File: config.mk
export PLATFORM = sky130hd
export DESIGN_NAME = npcm_min_cell
export DESIGN_NICKNAME = d
export VERILOG_FILES = /design/src/design/npcm_pkg.sv /design/src/design/npcm_min_cell.sv
export SDC_FILE = /design/constraint.sdc
export NUM_CORES = 1
export LEC_CHECK = 0
export BUFFER_PORTS_ARGS = -buffer_cell sky130_fd_sc_hd__buf_2
export CORE_MARGIN = 3
export CORE_UTILIZATION = 60
export DETAILED_ROUTE_END_ITERATION = 7
export HOLD_SLACK_MARGIN = 0.1
export PLACE_DENSITY_LB_ADDON = 0.1
export SLEW_MARGIN = 20
export SYNTH_ARGS = -nofsm -noshare
export SYNTH_HDL_FRONTEND = slang
export SYNTH_SLANG_ARGS = --single-unit
File: constraint.sdc
create_clock -name clk -period 1.5 [get_ports clk]
set_input_delay 0.075 -clock clk [delete_from_list [all_inputs] [get_ports clk]]
set_output_delay 0.075 -clock clk [all_outputs]
set_load 0.02 [all_outputs]
File: src/design/npcm_pkg.sv
// Shared types, palette tables and distance function for the palette matcher.
package npcm_pkg;

    localparam int PAL_SIZE    = 16;
    localparam int IDX_W       = 4;
    localparam int SUM_W       = 18;
    localparam int DIST_W      = 9;
    localparam int SQRT_STEPS  = 9;
    localparam int IN_DATA_W   = 24;
    localparam int OUT_DATA_W  = 40;

    localparam logic SEL_YUV = 1'b0;
    localparam logic SEL_RGB = 1'b1;

    // Entry packing: [23:16] first channel, [15:8] second, [7:0] third.
    localparam logic [23:0] RGB_PAL [PAL_SIZE] = '{
        24'h000000, 24'hFFFFFF, 24'h3A6616, 24'hACA65D,
        24'h814884, 24'hA47266, 24'h403286, 24'hBFB7E9,
        24'h6350A5, 24'h504400, 24'h699646, 24'h505050,
        24'h787878, 24'hE4B2A6, 24'h786ABD, 24'h9F9F9F
    };

    localparam logic [23:0] YUV_PAL [PAL_SIZE] = '{
        24'h000000, 24'hFF0000, 24'h500000, 24'h9F000B,
        24'h60121D, 24'h800020, 24'h402200, 24'hBF1500,
        24'h602203, 24'h40000E, 24'h800000, 24'h500000,
        24'h780000, 24'hBF0020, 24'h782200, 24'h9F0000
    };

    typedef struct packed {
        logic       sel;
        logic [7:0] ch_a;
        logic [7:0] ch_b;
        logic [7:0] ch_c;
    } pix_t;

    typedef struct packed {
        logic             valid;
        pix_t             pix;
        logic [SUM_W-1:0] min_sum;
    } min_tok_t;

    typedef struct packed {
        logic             valid;
        pix_t             pix;
        logic [SUM_W-1:0] rem;
        logic [SUM_W-1:0] root;
    } sqrt_tok_t;

    typedef struct packed {
        logic              valid;
        pix_t              pix;
        logic [SUM_W-1:0]  bound;
        logic [DIST_W-1:0] distance;
        logic              found;
        logic [IDX_W-1:0]  idx;
    } pick_tok_t;

    function automatic logic [15:0] sq_diff(input logic [7:0] x, input logic [7:0] y);
        logic [7:0]  d;
        logic [15:0] w;
        d = (x > y) ? (x - y) : (y - x);
        w = {8'h00, d};
        return w * w;
    endfunction

    // Squared Euclidean distance from a pixel to one entry of the selected table.
    function automatic logic [SUM_W-1:0] dist_sq(input pix_t p, input logic [IDX_W-1:0] k);
        logic [23:0] ent;
        ent = (p.sel == SEL_RGB) ? RGB_PAL[k] : YUV_PAL[k];
        return SUM_W'(sq_diff(ent[23:16], p.ch_a)) + SUM_W'(sq_diff(ent[15:8], p.ch_b))
             + SUM_W'(sq_diff(ent[7:0], p.ch_c));
    endfunction

endpackage

File: src/design/npcm_min_cell.sv
// One palette entry of the minimum-distance chain: keeps the smaller squared distance.
module npcm_min_cell
    import npcm_pkg::*;
(
    input  logic             clk,
    input  logic             rst_n,
    input  logic             en,
    input  logic [IDX_W-1:0] entry_idx,
    input  min_tok_t         tok_in,
    output min_tok_t         tok_out
);

    min_tok_t         tok_reg;
    min_tok_t         tok_next;
    logic [SUM_W-1:0] sum;

    always_comb
    begin
        sum      = dist_sq(tok_in.pix, entry_idx);
        tok_next = tok_in;
        if (sum < tok_in.min_sum)
        begin
            tok_next.min_sum = sum;
        end
    end

    always_ff @(posedge clk or negedge rst_n)
    begin
        if (!rst_n)
        begin
            tok_reg <= '0;
        end
        else if (en)
        begin
            tok_reg <= tok_next;
        end
    end

    assign tok_out = tok_reg;

endmodule

==> metrics.yaml <==
detailed_routing:
  first_pass_iters: 5
  vias: 10500
  wl_per_cell_um: 18.5
  drt.antenna.violating_nets: 0
  vias_per_cell: 5.57
  drcViolationCount: 0
  wirelength_mm: 34.8
  first_iter_violations: 700
floorplanning:
  dieArea_um2: 19700
  die_x_um: 140
  io_pins: 95
  rows: 48
  start_util_pct: 61.9
  core-area_um2: 17500
  die_y_um: 140
synthesis:
  ys_async_sr_fraction_pct: 100
  syn_area_per_cell_um2: 8.60
  ys_seq_area_share_pct: 10.2
  yosys_warnings: 0
  synth_cells: 1259
  ys.flop_type: "dfrtp_1"
  ys_ff_latch: 44
  ys_types: 69
  synth_fp_nets: 1601
  netlist_area_um2: 10800
  synth_edf_count: 0
cts:
  cts_made_buffers: 5
  cts.clk_slew.worst_paths_ps: 70
  cts_buffer_depth: 2
  cts_tree: "done"
  root_buffer: "clkbuf_16"
  h-tree-depth: 2
  insertion_delay_ps: 300
  cts.sinks: 44
worst_hold_path:
  hold_start: "tok_in[0]"
  min_path_type: "in -> reg"
  hold_path_depth: 3
  worstHoldEndpoint: "tok_out[0]"
critical_path:
  criticalPathCategory: "in -> reg"
  worstReg2RegEnd: "tok_out[11]"
  cp.required_ps: 1690
  arrival_ps: 10010
  reg2regPathDepth: 1
  max_stage_delay_ps: 590
  crit_start: "entry_idx[1]"
  end_kind: "register"
  slowest_stage: "fa_1"
  crit_fanout: 5
  crit_path_start_kind: "primary input"
  rr_startpoint: "tok_out[11]"
  r2r_setup_slack_ps: 650
placement:
  dp_hpwl_mm: 26.6
  pre_cts_slack_ps: -8670
  port_buffers: 94
  gp_congestion: 0.974
sta:
  maxSlewHeadroom_pct: 65.2
  max_freq_ghz: 0.102
  setup_slack_ps: -8320
  rsz0062_at_grt: "yes"
  min_period_over_period_pct: 655
  hold_viol: 0
  finalSetupTns_ps: -148180
  worst_pin_slew_ps: 523
  fin_skew_ps: 0
  slew_viol_final: 0
  finalSetupViolations: 18
  fin_crit_ps: 9820
grt:
  use_met2_pct: 61.2
  grt.overflow.total: 0
  antenna_found_initial: 0
  grt_util_all_layers_pct: 34.4
  grt_max_degree: 61
  grtUsageMet1_pct: 44.2
  grt.met3_usage_pct: 4.10
  grt_pass1_vias: 11200
  grt_first_pass_wirelength_mm: 54.9
  grt-busiest-layer: "met2"
finish:
  fin_nets: 2001
  largest_register_ffs: 44
  drive_above_1_share_pct: 37.8
  antennaDiodeCount: 0
  finalCoreUtilization_pct: 86.5
  syn2layout_area_growth_pct: 39.7
job:
  cap_violations: 0
run_status:
  violations: "negative setup slack"
  outcome: "complete, but fails checks"
## worst max-delay path, delay by kind of cell
family	cells	cell delay, ps
xor gates and xnor gates	1	250
and+or+nand+nor	3	620
muxes	3	900
buffers and inverters	9	840
AOI/OAI and AO/OA	12	2740
adders and majority gates	11	4580
## through the flow
| step | area (µm²) | std cells | hold slack [ps] |
|---|---|---|---|
| 2_1_floorplan | 11300 | 1259 | -221 |
| 3_3_place_gp | 14000 | 1826 | 66.8 |
| 3_5_place_dp | 14000 | 1826 | 84.9 |
| 4_1_cts | 14700 | 1872 | 103 |
| 5_1_grt | 15100 | 1885 | 125 |
| 6_report | 15100 | 1885 | 102 |
## repair_timing
item | 4_1_cts | 5_1_grt
setup buffers | 20 | 13
setup endpoints to repair | 18 | 18
gates resized for setup | 51 | 70
endpoints found under the hold margin | 37 | 0
hold buffers | 18 | 0
pin swaps | 44 | 38
## cells by family after synthesis
| kind of cell | share of synthesized area, % |
|---|---|
| compound gates | 12.8 |
| xor+xnor | 2.65 |
| fa+ha+maj | 43.3 |
| buf+inv | 11.1 |
| flops | 10.2 |
| mux | 6.43 |
| simple gates | 13.6 |
## cells in the final DEF (no fill, tap or decap), drive strengths merged, types with 7 or more instances in the layout
master	n
nand3	11
a211oi	12
xor2	11
nand3b	7
nand4	10
and3	8
o21ai	37
a21oi	72
o211ai	8
nor2	126
nand2	48
mux2	36
mux2i	29
nor2b	16
nand2b	28
a31oi	12
or2	18
inv	267
a21o	19
o22ai	10
clkbuf	7
and2	7
ha	152
dlygate4sd3	18
fa	139
xnor2	20
buf	420
dfrtp	44
## cell usage after synthesis, drive strengths merged, types with 8 or more instances
master / instances / share of area (%)
inv: 268 / 9.3
ha: 152 / 18
fa: 139 / 26
nor2: 126 / 4.4
a21oi: 72 / 3.3
nand2: 48 / 1.7
dfrtp: 44 / 10
o21ai: 37 / 1.7
mux2: 36 / 3.7
clkbuf: 31 / 1.1
mux2i: 29 / 2.7
nand2b: 28 / 1.6
xnor2: 20 / 1.8
a21o: 19 / 1.3
or2: 18 / 1.1
nor2b: 16 / 0.92
buf: 14 / 0.69
a211oi: 12 / 0.88
a31oi: 12 / 0.69
nand3: 11 / 0.51
xor2: 11 / 0.89
nand4: 10 / 0.64
o22ai: 10 / 0.58
and3: 8 / 0.46
o211ai: 8 / 0.55
## metal layers
| metal | wire, µm | up-vias |
|---|---|---|
| li1 | - | 4867 |
| met1 | 14000 | 5087 |
| met2 | 17800 | 436 |
| met3 | 1810 | 114 |
| met4 | 1250 | 0 |
| met5 | 0 | - |
## how the worst max path moves through the flow
stage | endpoint | slack (ps) | depth (start not counted)
4_1_cts | tok_out[11] | -8070 | 43
5_1_grt | tok_out[11] | -8560 | 42
3_3_place_gp | tok_out[11] | -8490 | 41
6_report | tok_out[11] | -8320 | 39
3_5_place_dp | tok_out[1] | -8670 | 42
2_1_floorplan | tok_out[11] | -7820 | 43
## cell type report
class                      instances  area, µm²
sequential                        44       1100
tap                              225        282
fill                             930       2350
timing repair buffer             438       3240
clock inverter                     1       7.51
multi-input combinational        902       9340
clock buffer                       7        143
inverter                         268       1020
Power is left out: the tool's default activity adds up to more than one toggle a clock period on the data nets, which glitch-free logic cannot reach.
