$ cat config.mk
export PLATFORM = sky130hd
export DESIGN_NAME = npcm_sqrt_cell
export DESIGN_NICKNAME = d
export VERILOG_FILES = /design/src/design/npcm_pkg.sv /design/src/design/npcm_sqrt_cell.sv
export SDC_FILE = /design/constraint.sdc
export NUM_CORES = 1
export LEC_CHECK = 0
export BUFFER_PORTS_ARGS = -buffer_cell sky130_fd_sc_hd__buf_4
export CORE_MARGIN = 4
export CORE_UTILIZATION = 53
export CTS_CLUSTER_SIZE = 20
export DETAILED_ROUTE_END_ITERATION = 8
export GPL_TIMING_DRIVEN = 0
export PLACE_DENSITY = 0.82
export SLEW_MARGIN = 40
export SYNTH_ARGS = -nofsm -noshare
export SYNTH_HDL_FRONTEND = slang
export SYNTH_SLANG_ARGS = --single-unit
$ cat constraint.sdc
create_clock -name clk -period 1.3 [get_ports clk]
set_clock_uncertainty 0.2 [all_clocks]
set_input_delay 0.065 -clock clk [delete_from_list [all_inputs] [get_ports clk]]
set_output_delay 0.065 -clock clk [all_outputs]
set_load 0.01 [all_outputs]
$ cat src/design/npcm_pkg.sv
// Shared types, palette tables and distance function for the palette matcher.
package npcm_pkg;

    localparam int PAL_SIZE    = 16;
    localparam int IDX_W       = 4;
    localparam int SUM_W       = 18;
    localparam int DIST_W      = 9;
    localparam int SQRT_STEPS  = 9;
    localparam int IN_DATA_W   = 24;
    localparam int OUT_DATA_W  = 40;

    localparam logic SEL_YUV = 1'b0;
    localparam logic SEL_RGB = 1'b1;

    // Entry packing: [23:16] first channel, [15:8] second, [7:0] third.
    localparam logic [23:0] RGB_PAL [PAL_SIZE] = '{
        24'h000000, 24'hFFFFFF, 24'h3A6616, 24'hACA65D,
        24'h814884, 24'hA47266, 24'h403286, 24'hBFB7E9,
        24'h6350A5, 24'h504400, 24'h699646, 24'h505050,
        24'h787878, 24'hE4B2A6, 24'h786ABD, 24'h9F9F9F
    };

    localparam logic [23:0] YUV_PAL [PAL_SIZE] = '{
        24'h000000, 24'hFF0000, 24'h500000, 24'h9F000B,
        24'h60121D, 24'h800020, 24'h402200, 24'hBF1500,
        24'h602203, 24'h40000E, 24'h800000, 24'h500000,
        24'h780000, 24'hBF0020, 24'h782200, 24'h9F0000
    };

    typedef struct packed {
        logic       sel;
        logic [7:0] ch_a;
        logic [7:0] ch_b;
        logic [7:0] ch_c;
    } pix_t;

    typedef struct packed {
        logic             valid;
        pix_t             pix;
        logic [SUM_W-1:0] min_sum;
    } min_tok_t;

    typedef struct packed {
        logic             valid;
        pix_t             pix;
        logic [SUM_W-1:0] rem;
        logic [SUM_W-1:0] root;
    } sqrt_tok_t;

    typedef struct packed {
        logic              valid;
        pix_t              pix;
        logic [SUM_W-1:0]  bound;
        logic [DIST_W-1:0] distance;
        logic              found;
        logic [IDX_W-1:0]  idx;
    } pick_tok_t;

    function automatic logic [15:0] sq_diff(input logic [7:0] x, input logic [7:0] y);
        logic [7:0]  d;
        logic [15:0] w;
        d = (x > y) ? (x - y) : (y - x);
        w = {8'h00, d};
        return w * w;
    endfunction

    // Squared Euclidean distance from a pixel to one entry of the selected table.
    function automatic logic [SUM_W-1:0] dist_sq(input pix_t p, input logic [IDX_W-1:0] k);
        logic [23:0] ent;
        ent = (p.sel == SEL_RGB) ? RGB_PAL[k] : YUV_PAL[k];
        return SUM_W'(sq_diff(ent[23:16], p.ch_a)) + SUM_W'(sq_diff(ent[15:8], p.ch_b))
             + SUM_W'(sq_diff(ent[7:0], p.ch_c));
    endfunction

endpackage

$ cat src/design/npcm_sqrt_cell.sv
// One bit step of the floor square root of the minimum squared distance.
module npcm_sqrt_cell
    import npcm_pkg::*;
(
    input  logic             clk,
    input  logic             rst_n,
    input  logic             en,
    input  logic [SUM_W-1:0] step_bit,
    input  sqrt_tok_t        tok_in,
    output sqrt_tok_t        tok_out
);

    sqrt_tok_t      tok_reg;
    sqrt_tok_t      tok_next;
    logic [SUM_W:0] trial;

    always_comb
    begin
        trial    = {1'b0, tok_in.root} + {1'b0, step_bit};
        tok_next = tok_in;
        if ({1'b0, tok_in.rem} >= trial)
        begin
            tok_next.rem  = tok_in.rem - trial[SUM_W-1:0];
            tok_next.root = (tok_in.root >> 1) + step_bit;
        end
        else
        begin
            tok_next.root = tok_in.root >> 1;
        end
    end

    always_ff @(posedge clk or negedge rst_n)
    begin
        if (!rst_n)
        begin
            tok_reg <= '0;
        end
        else if (en)
        begin
            tok_reg <= tok_next;
        end
    end

    assign tok_out = tok_reg;

endmodule

==> key figures, run 1 <==
Outcome
  • Status: finished, violations left
  • Violated checks: negative hold slack, negative setup slack

Layout
  • Max FFs per register: 62
  • Finished Core Util: 83.4%
  • Reg area: 1550 um^2
  • Fillers: 527
  • Ratio of cells with drive above 1 in the final layout: 35.5%
  • Layout Area Growth over Synthesis: 53.1%
  • Area of the multi-input gates: 3630 um^2
  • Final nets: 915
  • Diode count: 0

Timing
  • Count of final max-slew check failures: 0
  • Hold slack: -0.0347 ns
  • Final hold viol count: 1
  • Final worst slack: -2.57 ns
  • Setup Viol. Count Final: 36
  • Worst slew pin tran: 0.735 ns
  • Tmin final: 3.87 ns
  • FMAX: 258 MHz
  • Setup total negative slack: -89.76 ns
  • Relative slew slack: 51.0%
  • RSZ-0062 raised after global routing: true
  • Final period utilization: 298%

Yosys
  • Register area share after synthesis: 30.7%
  • Synth top cells by count: a21oi_1 (63), dfrtp_1 (62), ha_1 (53)
  • Mapped Avg Cell Area: 9.42 um^2
  • Top-count cell post-synth: a21oi_1
  • Post-Syn Instances: 537
  • Yosys warnings: 0
  • Synth top area share: 30.7%
  • Synth area leaders: dfrtp_1 (31%), ha_1 (13%), a21oi_1 (6.2%)
  • Post-Syn Area: 5060 um^2
  • Distinct cells, synth: 57
  • Seq cells post-synth: 62
  • Cell accounting for the most synthesized area: dfrtp_1
  • Post-synth EDFFs: 0
  • Post-synth ARST share: 100%
  • Leading register cell type out of synthesis: dfrtp_1
  • Synthesized Nets: 676

Worst setup path
  • Critical Path Source Type: input port
  • CP dominant cell by count: ha_4
  • Critical-path maximum fanout: 5
  • Top Family by Delay on Critical Path: compound AO/OA/AOI/OAI gates
  • Buf+Inv Stages, Crit Path: 3
  • Crit path kind: input port to flop
  • Worst reg2reg path depth: 1
  • Critical Path Sink Type: flop
  • CP arrival: 3.87 ns
  • Critical path's slowest cell: a221o_1
  • CP cell instances: buf_8 -> ha_4 -> buf_6 -> a221o_1 -> o21bai_4 -> a21o_1 -> a21oi_2 -> xor2_2 -> ha_4 -> nand4_4 -> or3_4 -> a31o_4 -> a31oi_4 -> o21a_2 -> o221a_4 -> buf_12 -> mux2i_2 -> a21oi_1
  • Max stage delay on crit path: 0.40 ns
  • Req. time, crit path: 1.30 ns
  • FF-to-FF End: tok_out[24]
  • R2R Path Start: tok_out[24]
  • Flop2flop setup slack: 0.23 ns

Hold path
  • Hold endpoint: tok_out[0]
  • Worst Min Path Start: step_bit[0]
  • Worst Hold Path Cells: 4
  • Worst hold path class: input port to flop

Pwr
  • P_leak: 3.49 nW
  • Pwr Total: 9.51 mW
  • Worst vdd ir: 0.000787 V
  • Power per cell area: 1230 nW/um^2

Routing
  • Via count: 5380
  • Via-per-instance ratio: 5.91
  • Detailed router's first-iteration violation count: 342
  • Pre-antenna DRT Iters: 5
  • DR WL/cell: 20.3 um
  • # DRC: 0
  • ANT nets after route: 0
  • DRT Wirelength: 18.4 mm

Die
  • Starting Density: 54.5%
  • Die Wd: 106 um
  • Core area: 9280 um^2
  • Top-level I/O count: 145
  • Die area: 11200 um^2
  • Die H: 106 um
  • Row count: 35

Placement
  • Setup slack at placement: -3.15 ns
  • GP Congestion: 0.911
  • HPWL Detailed: 11.3 mm
  • PortBufs: 143

CTS
  • Clock sinks: 62
  • Worst skew pair latency: 0.35 ns
  • Max clock buf depth: 2
  • H-Tree Depth: 3
  • CTS Hold Bufs: 63
  • Num CTS Buffers: 9
  • Clock root cell: clkbuf_8
  • Clock slew at reported path FFs: 0.09 ns
  • CTS tree: yes

GRT
  • First-pass GRT wire length: 26.8 mm
  • Busiest grt layer: met2
  • GRT Total Usage: 30.0%
  • M1 GR Usage: 35.5%
  • Vias in the first global route: 5334
  • Aggregate global routing overflow: 0
  • Initial antenna violation count: 0
  • GRT met3 Usage: 5.76%
  • Met2 global-route usage: 55.1%
  • Largest net degree at the start of global routing: 63

Run
  • Max cap viols: 0
==> what timing repair did <==
item                                    CTS  global route
cloned                                    1             3
pin swaps                                20            20
endpoints found under the hold margin   123             1
endpoints found under the setup margin   36            36
gates resized for setup                  21            39
buffers inserted                         13             7
==> stage by stage <==
stage	instances	area, um^2
finish	910	7740
global route	910	7740
CTS	901	7440
detailed placement	809	6390
global placement	809	6390
floorplan	537	5150
==> worst min-delay path, delay by kind of cell <==
family | cells | cell delay, ns
buffers and inverters | 1 | 0.11
AOI/OAI and AO/OA | 1 | 0.11
adders and majority gates | 1 | 0.13
muxes | 1 | 0.06
==> how the worst max path moves through the flow <==
| stage | endpoint | startpoint | slack [ns] | cells after the start |
|---|---|---|---|---|
| floorplan | tok_out[24] | step_bit[5] | -2.44 | 19 |
| global placement | tok_out[31] | step_bit[5] | -3.12 | 21 |
| detailed placement | tok_out[31] | step_bit[5] | -3.15 | 21 |
| CTS | tok_out[31] | tok_in[4] | -2.54 | 20 |
| global route | tok_out[26] | step_bit[1] | -2.65 | 20 |
| finish | tok_out[26] | tok_in[5] | -2.57 | 18 |
==> power by group <==
group / leakage (nW) / switching [mW] / total, mW / internal, mW
clock network: 0.112 / 1.01 / 2.12 / 1.11
logic: 2.66 / 2.48 / 4.94 / 2.46
registers: 0.713 / 0.201 / 2.45 / 2.25
==> cells in the final DEF (no fill, tap or decap), types with 21 or more instances in the layout <==
cell	count
mux2_2	27
a21oi_1	52
nand2_1	29
ha_1	43
buf_4	156
inv_1	22
dfrtp_1	62
xnor2_1	21
nor2_1	48
mux2i_1	23
dlygate4sd3_1	63
==> metal layers <==
metal,part of all wire [%],vias up
met4,3.9,0
met5,0,-
met1,37,2571
li1,-,2439
met3,7.3,72
met2,52,298
==> cell families after synthesis <==
group,after synthesis,share of synthesized area [%]
mux,57,12.0
flops,62,30.7
compound gates,152,19.5
simple gates,129,12.0
xor+xnor,41,7.10
buf+inv,40,4.40
fa+ha+maj,56,14.3
==> area by class of cell <==
cell class	instances	share of cell area (%)
Buffer	15	1.50
Clock buffer	9	1.60
Clock inverter	7	1.36
Inverter	23	1.12
Multi-Input combinational cell	436	46.9
Sequential cell	62	20.0
Tap cell	129	2.09
Timing Repair Buffer	229	25.4
Note: power is estimated with default switching activity, not from simulation.
==> inputs of run 2 (changes only) <==
--- a/config.mk
+++ b/config.mk
@@ -7,11 +7,12 @@
 export LEC_CHECK = 0
 export BUFFER_PORTS_ARGS = -buffer_cell sky130_fd_sc_hd__buf_4
 export CORE_MARGIN = 4
-export CORE_UTILIZATION = 53
+export CORE_UTILIZATION = 55
+export CTS_BUF_LIST = sky130_fd_sc_hd__clkbuf_8
 export CTS_CLUSTER_SIZE = 20
 export DETAILED_ROUTE_END_ITERATION = 8
 export GPL_TIMING_DRIVEN = 0
-export PLACE_DENSITY = 0.82
+export PLACE_DENSITY = 0.85
 export SLEW_MARGIN = 40
 export SYNTH_ARGS = -nofsm -noshare
 export SYNTH_HDL_FRONTEND = slang
==> key figures, run 2 (synthesis results as in run 1) <==
CTS
  • Clock sinks: 62 (unchanged)
  • Worst skew pair latency: 0.36 ns (was 0.35 ns)
  • H-Tree Depth: 3 (unchanged)
  • Num CTS Buffers: 9 (unchanged)
  • Clock slew at reported path FFs: 0.08 ns (was 0.09 ns)
  • Clock root cell: clkbuf_8 (unchanged)
  • CTS tree: yes (unchanged)
  • Max clock buf depth: 2 (unchanged)

Timing
  • Hold slack: 0.0112 ns (was -0.0347 ns)
  • RSZ-0062 raised after global routing: true (unchanged)
  • Setup total negative slack: -90.25 ns (was -89.76 ns)
  • Final hold viol count: 0 (was 1)
  • Final worst slack: -2.60 ns (was -2.57 ns)
  • Relative slew slack: 43.6% (was 51.0%)
  • Tmin final: 3.90 ns (was 3.87 ns)
  • Setup Viol. Count Final: 36 (unchanged)
  • FMAX: 257 MHz (was 258 MHz)
  • Worst slew pin tran: 0.845 ns (was 0.735 ns)
  • Count of final max-slew check failures: 0 (unchanged)
  • Final period utilization: 300% (was 298%)

Pwr
  • Seq pwr share: 25.3% (was 25.8%)
  • Combinational share of power: 55.2% (was 52.0%)
  • Power per cell area: 1240 nW/um^2 (was 1230 nW/um^2)
  • Worst vdd ir: 0.000620 V (was 0.000787 V)
  • Sw Share: 40.8% (was 38.8%)
  • Int Pwr: 5.76 mW (was 5.82 mW)
  • P_leak: 3.54 nW (was 3.49 nW)
  • Clock power frac: 19.5% (was 22.3%)
  • NetSw: 3.98 mW (was 3.69 mW)

Worst setup path
  • R2R Path Start: tok_out[24] (unchanged)
  • Req. time, crit path: 1.32 ns (was 1.30 ns)
  • Critical Path Sink Type: flop (unchanged)
  • Critical Path Source Type: input port (unchanged)
  • Crit path kind: input port to flop (unchanged)
  • CP cell instances: buf_4 -> ha_4 -> inv_2 -> fa_2 -> nor2b_2 -> o2111a_1 -> a211oi_2 -> o21ai_2 -> o21ai_2 -> nand2b_1 -> a21oi_2 -> xor2_2 -> ha_4 -> a21oi_2 -> o21ai_2 -> a21oi_2 -> a31oi_4 -> o21a_4 -> o221a_4 -> buf_12 -> mux2i_2 -> a21oi_2 (was buf_8 -> ha_4 -> buf_6 -> a221o_1 -> o21bai_4 -> a21o_1 -> a21oi_2 -> xor2_2 -> ha_4 -> nand4_4 -> or3_4 -> a31o_4 -> a31oi_4 -> o21a_2 -> o221a_4 -> buf_12 -> mux2i_2 -> a21oi_1)
  • Max stage delay on crit path: 0.35 ns (was 0.40 ns)
  • Critical-path maximum fanout: 10 (was 5)
  • Critical path's slowest cell: o221a_4 (was a221o_1)
  • CP arrival: 3.91 ns (was 3.87 ns)
  • CP dominant cell by count: a21oi_2 (was ha_4)
  • Beginning of the critical path: step_bit[0] (was tok_in[5])

Routing
  • Via count: 5689 (was 5380)
  • DR WL/cell: 23.1 um (was 20.3 um)
  • ANT nets after route: 0 (unchanged)
  • Pre-antenna DRT Iters: 5 (unchanged)
  • Via-per-instance ratio: 6.37 (was 5.91)
  • Detailed router's first-iteration violation count: 449 (was 342)
  • DRT Wirelength: 20.7 mm (was 18.4 mm)
  • # DRC: 0 (unchanged)

Die
  • Top-level I/O count: 145 (unchanged)
  • Core area: 8850 um^2 (was 9280 um^2)
  • Die Wd: 104 um (was 106 um)
  • Row count: 34 (was 35)
  • Die H: 104 um (was 106 um)
  • Starting Density: 57.1% (was 54.5%)
  • Die area: 10800 um^2 (was 11200 um^2)

GRT
  • GRT Total Usage: 34.7% (was 30.0%)
  • Largest net degree at the start of global routing: 63 (unchanged)
  • Vias in the first global route: 5800 (was 5334)
  • First-pass GRT wire length: 30.1 mm (was 26.8 mm)
  • Aggregate global routing overflow: 0 (unchanged)
  • Initial antenna violation count: 0 (unchanged)

Hold path
  • Worst Min Path Start: tok_in[2] (was step_bit[0])
  • Worst hold path class: input port to flop (unchanged)

Layout
  • Max FFs per register: 62 (unchanged)
  • Most frequent cells in the layout: buf_4 (161), dlygate4sd3_1 (64), dfrtp_1 (62) (was buf_4 (156), dlygate4sd3_1 (63), dfrtp_1 (62))
  • Ratio of cells with drive above 1 in the final layout: 37.5% (was 35.5%)
  • Commonest non-fill, non-tap cell in the layout: buf_4 (unchanged)
  • Layout Area Growth over Synthesis: 55.2% (was 53.1%)
  • Final nets: 919 (was 915)
  • Fillers: 407 (was 527)
  • Diode count: 0 (unchanged)

Run
  • Max cap viols: 0 (unchanged)

Placement
  • GP Congestion: 0.916 (was 0.911)
  • PortBufs: 143 (unchanged)
  • HPWL Detailed: 11.1 mm (was 11.3 mm)

Outcome
  • Violated checks: negative setup slack (was negative hold slack, negative setup slack)
  • Status: finished, violations left (unchanged)
run 2: changes by cell type in the layout (fill, tap and decap cells not counted), moves of 3 or more:
| cell | change |
|---|---|
| clkinv_4 | +3 |
| a21oi_2 | +3 |
| mux2i_1 | -4 |
| a21oi_1 | -3 |
| buf_4 | +5 |
run 2: worst max-delay path, delay by kind of cell:
| family | cells | cell delay, ns |
|---|---|---|
| AO/OA/AOI/OAI | 12 | 2.20 |
| XOR/XNOR | 1 | 0.26 |
| adder cells (fa/ha/maj) | 3 | 0.65 |
| buffers and inverters | 3 | 0.37 |
| multiplexers | 1 | 0.20 |
| AND/OR/NAND/NOR | 2 | 0.15 |
run 2: layout make-up:
cell class,instances,area (um^2),area share [%]
buffer,15,118,1.50
clock buffer,9,124,1.58
sequential,62,1550,19.8
tap,108,135,1.72
clock inverter,7,83.8,1.07
timing repair buffer,233,2000,25.5
multi-input combinational,436,3750,47.8
inverter,23,86.3,1.10
run 2: worst paths after layout:
check | depth (start not counted) | to | slack (ns)
worst min register to register | 1 | tok_out[60] | 0.32
worst max-delay path | 22 | tok_out[28] | -2.60
worst max register to register | 1 | tok_out[24] | 0.21
worst min-delay path | 4 | tok_out[1] | 0.01
min in group asynchronous | 2 | tok_out[51] | 0.05
max in group asynchronous | 2 | tok_out[1] | 0.44
run 2: what timing repair did:
action | 4_1_cts | 5_1_grt
endpoints found under the hold margin | 123 | 0
cloned | 4 | 0
pin swaps | 23 | 18
setup buffers | 15 | 8
setup endpoints to repair | 36 | 45
gates resized for setup | 35 | 47
hold buffers | 64 | 0
run 2: power groups by stage:
stage | Sequential [mW] | Clock, mW | Combinational (mW)
global placement | 2.44 | 0 | 3.85
floorplan | 2.60 | 0 | 2.44
CTS | 2.43 | 1.86 | 4.59
detailed placement | 2.46 | 0 | 3.93
finish | 2.46 | 1.90 | 5.38
global route | 2.50 | 1.97 | 5.64
run 2: through the flow:
stage,power (mW),worst slack (ns),std cells,instance area [um^2],util [%]
after detailed placement,6.39,-3.07,788,6360,71.9
after floorplan,5.04,-2.44,537,5150,-
final,9.74,-2.60,893,7850,88.7
after CTS,8.87,-2.44,886,7550,85.3
after global routing,10.1,-2.69,893,7850,88.7
after global placement,6.29,-3.09,788,6360,71.9
run 2: per-layer routing:
| metal | up-vias | routed length (um) | track usage (%) |
|---|---|---|---|
| li1 | 2444 | - | - |
| met1 | 2725 | 7470 | 38.6 |
| met2 | 392 | 10300 | 61.8 |
| met3 | 128 | 1590 | 7.82 |
| met4 | 0 | 1300 | 17.8 |
| met5 | - | 0 | 0 |
