<file path="config.mk">
export PLATFORM = sky130hd
export DESIGN_NAME = npcm_pick_cell
export DESIGN_NICKNAME = d
export VERILOG_FILES = /design/src/design/npcm_pkg.sv /design/src/design/npcm_pick_cell.sv
export SDC_FILE = /design/constraint.sdc
export NUM_CORES = 1
export LEC_CHECK = 0
export ABC_CLOCK_PERIOD_IN_PS = 800
export BUFFER_PORTS_ARGS = -buffer_cell sky130_fd_sc_hd__buf_2
export CAP_MARGIN = 20
export CORE_UTILIZATION = 45
export DETAILED_ROUTE_END_ITERATION = 7
export GPL_ROUTABILITY_DRIVEN = 0
export HOLD_SLACK_MARGIN = 0.12
export PLACE_DENSITY = 0.66
export SLEW_MARGIN = 20
export SYNTH_ARGS = -nofsm -noshare
export SYNTH_HDL_FRONTEND = slang
export SYNTH_SLANG_ARGS = --single-unit
</file>
<file path="constraint.sdc">
create_clock -name clk -period 0.8 [get_ports clk]
set_input_delay 0.12 -clock clk [delete_from_list [all_inputs] [get_ports clk]]
set_output_delay 0.12 -clock clk [all_outputs]
set_load 0.05 [all_outputs]
</file>
<file path="src/design/npcm_pkg.sv">
// Shared types, palette tables and distance function for the palette matcher.
package npcm_pkg;

    localparam int PAL_SIZE    = 16;
    localparam int IDX_W       = 4;
    localparam int SUM_W       = 18;
    localparam int DIST_W      = 9;
    localparam int SQRT_STEPS  = 9;
    localparam int IN_DATA_W   = 24;
    localparam int OUT_DATA_W  = 40;

    localparam logic SEL_YUV = 1'b0;
    localparam logic SEL_RGB = 1'b1;

    // Entry packing: [23:16] first channel, [15:8] second, [7:0] third.
    localparam logic [23:0] RGB_PAL [PAL_SIZE] = '{
        24'h000000, 24'hFFFFFF, 24'h3A6616, 24'hACA65D,
        24'h814884, 24'hA47266, 24'h403286, 24'hBFB7E9,
        24'h6350A5, 24'h504400, 24'h699646, 24'h505050,
        24'h787878, 24'hE4B2A6, 24'h786ABD, 24'h9F9F9F
    };

    localparam logic [23:0] YUV_PAL [PAL_SIZE] = '{
        24'h000000, 24'hFF0000, 24'h500000, 24'h9F000B,
        24'h60121D, 24'h800020, 24'h402200, 24'hBF1500,
        24'h602203, 24'h40000E, 24'h800000, 24'h500000,
        24'h780000, 24'hBF0020, 24'h782200, 24'h9F0000
    };

    typedef struct packed {
        logic       sel;
        logic [7:0] ch_a;
        logic [7:0] ch_b;
        logic [7:0] ch_c;
    } pix_t;

    typedef struct packed {
        logic             valid;
        pix_t             pix;
        logic [SUM_W-1:0] min_sum;
    } min_tok_t;

    typedef struct packed {
        logic             valid;
        pix_t             pix;
        logic [SUM_W-1:0] rem;
        logic [SUM_W-1:0] root;
    } sqrt_tok_t;

    typedef struct packed {
        logic              valid;
        pix_t              pix;
        logic [SUM_W-1:0]  bound;
        logic [DIST_W-1:0] distance;
        logic              found;
        logic [IDX_W-1:0]  idx;
    } pick_tok_t;

    function automatic logic [15:0] sq_diff(input logic [7:0] x, input logic [7:0] y);
        logic [7:0]  d;
        logic [15:0] w;
        d = (x > y) ? (x - y) : (y - x);
        w = {8'h00, d};
        return w * w;
    endfunction

    // Squared Euclidean distance from a pixel to one entry of the selected table.
    function automatic logic [SUM_W-1:0] dist_sq(input pix_t p, input logic [IDX_W-1:0] k);
        logic [23:0] ent;
        ent = (p.sel == SEL_RGB) ? RGB_PAL[k] : YUV_PAL[k];
        return SUM_W'(sq_diff(ent[23:16], p.ch_a)) + SUM_W'(sq_diff(ent[15:8], p.ch_b))
             + SUM_W'(sq_diff(ent[7:0], p.ch_c));
    endfunction

endpackage

</file>
<file path="src/design/npcm_pick_cell.sv">
// One palette entry of the selection chain: first entry whose sum lies below the bound wins.
module npcm_pick_cell
    import npcm_pkg::*;
(
    input  logic             clk,
    input  logic             rst_n,
    input  logic             en,
    input  logic [IDX_W-1:0] entry_idx,
    input  pick_tok_t        tok_in,
    output pick_tok_t        tok_out
);

    pick_tok_t tok_reg;
    pick_tok_t tok_next;

    // bound = (dist+1)^2, so a sum below it truncates to the winning distance
    always_comb
    begin
        tok_next = tok_in;
        if (!tok_in.found && (dist_sq(tok_in.pix, entry_idx) < tok_in.bound))
        begin
            tok_next.found = 1'b1;
            tok_next.idx   = entry_idx;
        end
    end

    always_ff @(posedge clk or negedge rst_n)
    begin
        if (!rst_n)
        begin
            tok_reg <= '0;
        end
        else if (en)
        begin
            tok_reg <= tok_next;
        end
    end

    assign tok_out = tok_reg;

endmodule

</file>
==> reports/results.ini, run 1 <==
[sta]
drv_slew=0
period_share_pct=1180
finalWorstSetupSlack_ns=-8.66
hold_viol_final=0
final-setup-viol-count=75
tightest_slew_ns=0.693
fmax_mhz=106
min_period_ns=9.46
finClkSkew_ns=0
rsz0062_at_grt=true
max_slew_margin_pct=52.6
holdWs_ns=0.0470

[floorplan]
num_rows=57
dieArea_mm2=0.0253
die_w_um=159
initial_utilization_pct=45.8
core_mm2=0.0242
die_y_um=159
ios=123

[logic_synthesis]
synth_edf_count=0
yosys_warnings=0
ys.flop_type=dfrtp_1
syn_area_per_cell_um2=8.93
synth_cells=1245
yosysSeqAreaShare_pct=13.1
ys_ff_latch=58
async_flop_share_pct=100
netlist_area_mm2=0.0111
synth.distinct_cells=61
syn_nets=1601

[global_routing]
grt_overflow=0
grt_pass1_vias=11000
grt_first_pass_wirelength_mm=52.8
use_met3_pct=3.49
grt_most_used_layer=met2
antenna_found_initial=0
grt_max_degree=59
grt_use_met2_pct=45.8
use_met1_pct=32.5
track_usage_pct=25.8

[setup_path]
endpoint_kind=flip-flop
start_kind=input pin
path_class=in2reg
cp_data_required_time_ns=1.03
crit_arrival_ns=9.68
slowest_delay_ns=0.55
cp_slowest_cell=fa_1
worstPathMaxFanout=6
crit_top_cell=fa_1

[run_status]
violations=negative setup slack
status=finished with violations

[finish]
largest_reg_flops=58
nNetsFinal=2052
final_core_util_pct=66.5
area_growth_pct=45.0
diodes=0
stdcell_area_mm2=0.0161
drive_gt1_share_pct=38.0

[detailed_routing]
avgRoutedWirePerCell_um=15.9
ant_nets=0
dr.pass1.iters=6
via_per_inst=5.09
drc=0
vias=10300
dr.first_iter.drc_count=571
wirelength_mm=32.3

[clock_network]
cts_tree=built
cts.sinks=58
cts_hold_buf=20
clock_path_buffers=2
cts_root_buf=clkbuf_16
cts_made_buffers=9
insertion_delay_ns=0.35
clk_pin_slew_ns=0.06
h-tree-depth=3

[min_path]
hp-class=in2reg

[place]
port_buffers=122
dp_hpwl_mm=25.8
placed_area_mm2=0.0146

[job]
cap_violations=0

## per-stage QoR
step / setup WS [ns] / setup TNS, ns / std cells
floorplan: -8.27 / -53.77 / 1245
global placement: -9.03 / -53.69 / 1952
detailed placement: -9.19 / -55.18 / 1952
CTS: -8.65 / -56.56 / 2010
global route: -9.04 / -60.35 / 2025
finish: -8.66 / -57.10 / 2025
## per-layer routing
layer | share of wire [%] | routed length, um | vias up
li1 | - | - | 4898
met1 | 42 | 13600 | 5003
met2 | 51 | 16400 | 339
met3 | 4.9 | 1580 | 63
met4 | 2.3 | 727 | 0
met5 | 0 | 0 | -
## final timing paths
path / startpoint / end / slack (ns) / cells after the start
worst max-delay path: entry_idx[0] / tok_out[4] / -8.66 / 39
worst min-delay path: tok_in[55] / tok_out[55] / 0.05 / 2
worst max register to register: tok_out[3] / tok_out[3] / -0.14 / 3
worst min register to register: tok_out[24] / tok_out[24] / 0.53 / 1
max in group asynchronous: rst_n / tok_out[13] / 0.21 / 3
min in group asynchronous: rst_n / tok_out[52] / 0.31 / 3
## Yosys cell counts (4+ instances only)
library cell / count / area share (%)
nor2b_1: 11 / 0.62
nand4_1: 6 / 0.34
fa_1: 139 / 25
buf_1: 6 / 0.20
a21o_1: 30 / 2.0
xor2_1: 7 / 0.55
clkbuf_1: 22 / 0.74
dfrtp_1: 58 / 13
xnor2_1: 21 / 1.7
o221ai_1: 5 / 0.39
buf_2: 8 / 0.36
xnor2_2: 4 / 0.59
a21oi_1: 60 / 2.7
nand3_1: 8 / 0.36
a211oi_1: 4 / 0.27
inv_1: 272 / 9.2
nand2b_1: 27 / 1.5
o21ai_0: 38 / 1.7
mux2_2: 57 / 5.8
or2_2: 9 / 0.51
a21boi_0: 4 / 0.27
o21a_1: 7 / 0.47
ha_1: 152 / 17
and2_1: 5 / 0.28
nor2_1: 111 / 3.7
o211ai_1: 4 / 0.27
nor3_1: 11 / 0.50
and3_1: 8 / 0.45
nand3b_1: 12 / 0.81
nand2_1: 47 / 1.6
o22ai_1: 7 / 0.39
or2_1: 4 / 0.23
o21bai_1: 7 / 0.47
a31oi_1: 12 / 0.68
or3_1: 5 / 0.28
mux2i_1: 16 / 1.4
## final cells by class
class	instances	area [um2]
Clock buffer	9	225
Clock inverter	7	125
Multi-Input combinational cell	874	9040
Sequential cell	58	1460
Tap cell	324	405
Inverter	276	1050
Timing Repair Buffer	477	3820
Fill cell	1841	8120
## worst max-delay path: cells and delay by family
family | cells | cell delay [ns]
AO/OA/AOI/OAI | 11 | 2.56
XOR/XNOR | 2 | 0.30
adder cells (fa/ha/maj) | 11 | 4.58
buffers and inverters | 9 | 0.94
multiplexers | 1 | 0.28
AND/OR/NAND/NOR | 5 | 0.89
## cells in the final DEF (no fill, tap or decap), types with 6 or more instances in the layout
cell type,count
dfrtp_1,53
o21bai_1,7
nor2b_1,9
o22ai_1,6
a21o_1,30
nor2_1,106
or2_2,7
a31oi_1,11
dlygate4sd3_1,14
a21oi_1,52
nand2_1,45
nand3b_1,12
mux2i_1,8
buf_6,65
o21ai_0,31
ha_1,137
and3_1,8
xnor2_2,9
ha_4,12
o21a_1,7
clkbuf_16,9
dlymetal6s4s_1,6
o21ai_1,6
inv_1,255
nand2b_1,24
nand4_1,6
buf_4,328
fa_1,135
xnor2_1,13
buf_2,57
nand3_1,8
a21oi_2,8
nor3_1,10
inv_2,18
mux2_2,55
## timing repair
| action | CTS | global route |
|---|---|---|
| endpoints found under the setup margin | 63 | 88 |
| gates resized for setup | 152 | 48 |
| hold endpoints to repair | 90 | 11 |
| setup buffers | 22 | 20 |
| pin swaps | 36 | 36 |
## logic make-up after synthesis
| family | synth area share [%] |
|---|---|
| buffers and inverters | 10.7 |
| adders and majority gates | 42.1 |
| and+or+nand+nor | 11.8 |
| AOI/OAI and AO/OA | 12.3 |
| muxes | 7.21 |
| DFF | 13.1 |
| xor gates and xnor gates | 2.79 |
Power of run 1 is not shown: default switching activity piles up to over one toggle a cycle in this logic, so the estimate is an artifact.
==> run 2, diff against run 1 <==
--- a/config.mk
+++ b/config.mk
@@ -8,11 +8,13 @@
 export ABC_CLOCK_PERIOD_IN_PS = 800
 export BUFFER_PORTS_ARGS = -buffer_cell sky130_fd_sc_hd__buf_2
 export CAP_MARGIN = 20
-export CORE_UTILIZATION = 45
+export CELL_PAD_IN_SITES_DETAIL_PLACEMENT = 0
+export CELL_PAD_IN_SITES_GLOBAL_PLACEMENT = 1
+export CORE_UTILIZATION = 43
 export DETAILED_ROUTE_END_ITERATION = 7
 export GPL_ROUTABILITY_DRIVEN = 0
 export HOLD_SLACK_MARGIN = 0.12
-export PLACE_DENSITY = 0.66
+export PLACE_DENSITY_LB_ADDON = 0.1
 export SLEW_MARGIN = 20
 export SYNTH_ARGS = -nofsm -noshare
 export SYNTH_HDL_FRONTEND = slang
==> reports/results.ini, run 2 (synthesis results as in run 1) <==
[run_status]
status=finished with violations
violations=negative setup slack

[min_path]
hp-class=in2reg

[clock_network]
cts_made_buffers=9  ; unchanged
h-tree-depth=3  ; unchanged
clk_pin_slew_ns=0.07  ; about the same
insertion_delay_ns=0.35  ; about the same
clock_path_buffers=2  ; unchanged
cts_root_buf=clkbuf_16
cts_hold_buf=26  ; +30%
cts.sinks=58  ; unchanged
cts_tree=built

[detailed_routing]
wirelength_mm=31.8  ; -1.3%
via_per_inst=4.93  ; -3.1%
vias=10200  ; -1.4%
drc=0  ; unchanged
dr.pass1.iters=5  ; -1
avgRoutedWirePerCell_um=15.5  ; -3.0%
dr.first_iter.drc_count=421  ; -26%
ant_nets=0  ; unchanged

[setup_path]
worstSetupPathDepth=45  ; +15%
slowest_delay_ns=0.55  ; about the same
endpoint_kind=flip-flop
worstPathMaxFanout=7  ; +1
cpLargestDelayFamily=adder cells
cp_data_required_time_ns=1.02  ; about the same
cp-endpoint=tok_out[3]
crit_top_cell=inv_2
crit_arrival_ns=9.43  ; -0.25 ns
critPathBufInv=13  ; +4
worst_r2r_path_depth=2  ; -1
crit_path_start=entry_idx[1]
reg2reg_to=tok_out[46]
path_class=in2reg
r2r_setup_slack_ns=-0.10  ; +0.04 ns
r2r_start=tok_out[46]
start_kind=input pin
cp_slowest_cell=fa_1

[place]
port_buffers=122  ; unchanged
dp_hpwl_mm=26.3  ; +2.0%
placed_area_mm2=0.0146  ; about the same

[sta]
max_slew_margin_pct=67.8  ; +15 points
finClkSkew_ns=0  ; unchanged
drv_slew=0  ; unchanged
min_period_ns=9.21  ; -0.247 ns
hold_viol_final=0  ; unchanged
rsz0062_at_grt=true
period_share_pct=1150  ; -31 points
tightest_slew_ns=0.471  ; -0.222 ns
final-setup-viol-count=72  ; -4.0%
fmax_mhz=109  ; +2.7%
finalWorstSetupSlack_ns=-8.41  ; +0.247 ns

[floorplan]
die_y_um=163  ; +2.3%
num_rows=58  ; +1.8%
initial_utilization_pct=44.0  ; -1.8 points
ios=123  ; unchanged
die_w_um=163  ; +2.3%
dieArea_mm2=0.0265  ; +4.6%
core_mm2=0.0253  ; +4.1%

[global_routing]
grt_first_pass_wirelength_mm=53.2  ; +0.71%
grt_max_degree=59  ; unchanged
antenna_found_initial=0  ; unchanged
grt_pass1_vias=10800  ; -2.3%
grt_overflow=0  ; unchanged
track_usage_pct=25.5  ; -0.30 points

[finish]
multi_input_area_mm2=0.00922  ; +2.0%
final_cell_mix=buf_4 (339), inv_1 (252), fa_1 (131), ha_1 (127), nor2_1 (100)
final_common_cell=buf_4
drive_gt1_share_pct=40.7  ; +2.7 points
fillCellCount=2100  ; +14%
area_growth_pct=49.1
regArea_mm2=0.00146  ; unchanged
largest_reg_flops=58  ; unchanged
diodes=0  ; unchanged
stdcell_area_mm2=0.0166  ; +2.8%
nNetsFinal=2080  ; +1.4%

[job]
cap_violations=0  ; unchanged

[run 2: area by class of cell]
type / count / share of cell area, %
clock buffers: 9 / 1.36
well taps: 330 / 2.49
multi-input cells: 874 / 55.6
clock inverters: 7 / 0.755
flip-flops and latches: 58 / 8.79
inverters: 276 / 6.34
repair buffers: 505 / 24.6
[run 2: worst min path at each step]
stage	start	endpoint	cells after the start	slack, ns
2_1_floorplan	rst_n	tok_out[0]	0	-0.18
3_5_place_dp	rst_n	tok_out[6]	2	0.15
4_1_cts	tok_in[17]	tok_out[17]	2	0.03
6_report	tok_in[14]	tok_out[14]	2	0.05
3_3_place_gp	rst_n	tok_out[6]	2	0.15
5_1_grt	tok_in[14]	tok_out[14]	2	0.05
[run 2: metal layers]
layer / track usage (%) / wire length, um
met4: 6.80 / 643
met5: 0 / 0
met2: 42.7 / 15200
met1: 34.1 / 14600
met3: 3.90 / 1370
[run 2: worst register-to-register path, stage by stage (launching register included)]
cell and delay (ns):
dfrtp_1 0.39, buf_4 0.13, mux2_2 0.26
[run 2: timing repair]
item                                    CTS  global route
resized for setup                       220            41
cloned                                    0             0
buffers inserted                         49            11
endpoints found under the hold margin    99             6
endpoints found under the setup margin   63            84
pin swaps                                78            17
[run 2: through the flow]
step	utilization (%)	worst slack (ns)	hold slack, ns	cells	setup TNS [ns]
2_1_floorplan	-	-8.27	-0.176	1245	-53.77
3_3_place_gp	57.6	-9.17	0.147	1958	-54.66
3_5_place_dp	57.6	-9.19	0.153	1958	-55.21
4_1_cts	64.7	-8.34	0.0318	2049	-55.35
5_1_grt	65.7	-8.80	0.0484	2059	-58.71
6_report	65.7	-8.41	0.0486	2059	-55.31
Power of run 2 is left out for the same reason.
==> run 3, diff against run 2 <==
--- a/config.mk
+++ b/config.mk
@@ -6,12 +6,13 @@
 export NUM_CORES = 1
 export LEC_CHECK = 0
 export ABC_CLOCK_PERIOD_IN_PS = 800
-export BUFFER_PORTS_ARGS = -buffer_cell sky130_fd_sc_hd__buf_2
 export CAP_MARGIN = 20
 export CELL_PAD_IN_SITES_DETAIL_PLACEMENT = 0
 export CELL_PAD_IN_SITES_GLOBAL_PLACEMENT = 1
-export CORE_UTILIZATION = 43
+export CORE_UTILIZATION = 46
+export CTS_CLUSTER_DIAMETER = 200
 export DETAILED_ROUTE_END_ITERATION = 7
+export DONT_BUFFER_PORTS = 1
 export GPL_ROUTABILITY_DRIVEN = 0
 export HOLD_SLACK_MARGIN = 0.12
 export PLACE_DENSITY_LB_ADDON = 0.1
==> reports/results.ini, run 3 (synthesis results as in run 1) <==
[clock_network]
insertion_delay_ns=0.35  ; about the same
h-tree-depth=3  ; unchanged
cts_root_buf=clkbuf_16
clock_path_buffers=2  ; unchanged
cts_hold_buf=53  ; +100%
cts_made_buffers=9  ; unchanged
clk_pin_slew_ns=0.07  ; about the same
cts.sinks=58  ; unchanged
cts_tree=built

[setup_path]
r2r_start=tok_out[9]
cp-endpoint=tok_out[0]
path_class=in2reg
reg2reg_to=tok_out[9]
cp_data_required_time_ns=1.03  ; about the same
crit_top_cell=fa_1
worstPathMaxFanout=10  ; +3
endpoint_kind=flip-flop
worst_r2r_path_depth=2  ; unchanged
cp_slowest_cell=fa_1
start_kind=input pin
slowest_delay_ns=0.57  ; +0.02 ns
r2r_setup_slack_ns=-0.13  ; -0.03 ns
crit_path_start=entry_idx[1]
crit_arrival_ns=9.47  ; +0.04 ns

[sta]
period_share_pct=1160  ; +4.1 points
drv_slew=0  ; unchanged
min_period_ns=9.24  ; +0.0326 ns
finClkSkew_ns=0  ; unchanged
max_slew_margin_pct=60.4  ; -7.4 points
fmax_mhz=108  ; -0.35%
rsz0062_at_grt=true
tightest_slew_ns=0.579  ; +0.108 ns
final-setup-viol-count=75  ; +4.2%
hold_viol_final=106  ; +106
holdWs_ns=-0.539  ; -0.588 ns
finalWorstSetupSlack_ns=-8.44  ; -0.0326 ns

[global_routing]
grt_first_pass_wirelength_mm=50.5  ; -5.2%
grt_max_degree=72  ; +22%
grt_pass1_vias=10200  ; -5.8%
antenna_found_initial=0  ; unchanged
grt_overflow=0  ; unchanged
track_usage_pct=26.3  ; +0.87 points

[finish]
regArea_mm2=0.00146  ; unchanged
final_common_cell=buf_4
multi_input_area_mm2=0.00903  ; -2.1%
fillCellCount=1981  ; -5.7%
largest_reg_flops=58  ; unchanged
layoutNonFillerInstCount=1935  ; -6.0%
nNetsFinal=1967  ; -5.4%
area_growth_pct=40.3
drive_gt1_share_pct=33.4  ; -7.4 points
final_cell_mix=buf_4 (272), inv_1 (255), ha_1 (135), fa_1 (133), nor2_1 (106)
diodes=0  ; unchanged

[place]
dp_hpwl_mm=25.3  ; -3.7%
port_buffers=0  ; -100%
dp_cells=1833  ; -6.4%

[job]
cap_violations=0  ; unchanged

[min_path]
hp-class=in2async

[floorplan]
die_w_um=157  ; -3.3%
die_y_um=157  ; -3.3%
core_mm2=0.0236  ; -6.5%
num_rows=56  ; -3.4%
ios=123  ; unchanged
initial_utilization_pct=47.1  ; +3.1 points
dieArea_mm2=0.0248  ; -6.4%

[detailed_routing]
ant_nets=0  ; unchanged
dr.first_iter.drc_count=497  ; +18%
via_per_inst=5.02  ; +1.8%
vias=9719  ; -4.3%
wirelength_mm=31.0  ; -2.6%
drc=0  ; unchanged
dr.pass1.iters=5  ; unchanged
avgRoutedWirePerCell_um=16.0  ; +3.6%

[run_status]
status=finished with violations
violations=negative hold slack, negative setup slack

run 3: cell count changes in the layout (fill, tap and decap cells not counted), moves of 7 or more:
| cell | previous run | this run |
|---|---|---|
| ha_1 | 127 | 135 |
| dlygate4sd3_1 | 15 | 53 |
| dlymetal6s4s_1 | 11 | 0 |
| buf_4 | 339 | 272 |
| ha_4 | 20 | 13 |
| buf_2 | 61 | 0 |
run 3: worst max-delay path, delay by kind of cell:
family,cells,cell delay (ns)
AND/OR/NAND/NOR,7,1.05
buffers and inverters,6,0.48
multiplexers,1,0.35
AO/OA/AOI/OAI,14,2.78
XOR/XNOR,1,0.17
adder cells (fa/ha/maj),11,4.53
run 3: area by class of cell:
cell class / instances / share of cell area (%)
multi-input combinational: 874 / 57.9
clock inverter: 7 / 0.658
clock buffer: 9 / 1.44
tap: 319 / 2.56
sequential: 58 / 9.35
inverter: 276 / 6.73
timing repair buffer: 392 / 21.3
run 3: what timing repair did:
| item | CTS | global route |
|---|---|---|
| setup endpoints to repair | 63 | 74 |
| endpoints found under the hold margin | 116 | 116 |
| resized for setup | 78 | 68 |
| pin swaps | 22 | 45 |
| buffers inserted | 14 | 19 |
| cloned | 0 | 0 |
run 3: layer usage:
| metal | wire length (um) | track usage (%) | vias to the layer above |
|---|---|---|---|
| li1 | - | - | 4739 |
| met1 | 14100 | 35.5 | 4731 |
| met2 | 14900 | 44.2 | 217 |
| met3 | 1570 | 3.91 | 32 |
| met4 | 466 | 6.52 | 0 |
| met5 | 0 | 0 | - |
run 3: worst min path at each step:
stage,endpoint
6_report,tok_out[54]
4_1_cts,tok_out[54]
3_5_place_dp,tok_out[7]
5_1_grt,tok_out[44]
2_1_floorplan,tok_out[0]
3_3_place_gp,tok_out[7]
run 3: metrics by stage:
stage	util, %	hold slack (ns)	instance area (um2)	worst slack [ns]	setup TNS [ns]
2_1_floorplan	-	-0.176	11500	-8.27	-53.77
3_3_place_gp	59.0	-0.175	13900	-8.87	-44.31
3_5_place_dp	59.0	-0.174	13900	-8.97	-44.69
4_1_cts	64.4	-0.553	15200	-8.38	-55.35
5_1_grt	66.0	-0.555	15600	-8.81	-59.37
6_report	66.0	-0.539	15600	-8.44	-56.04
Power of run 3 is left out for the same reason.
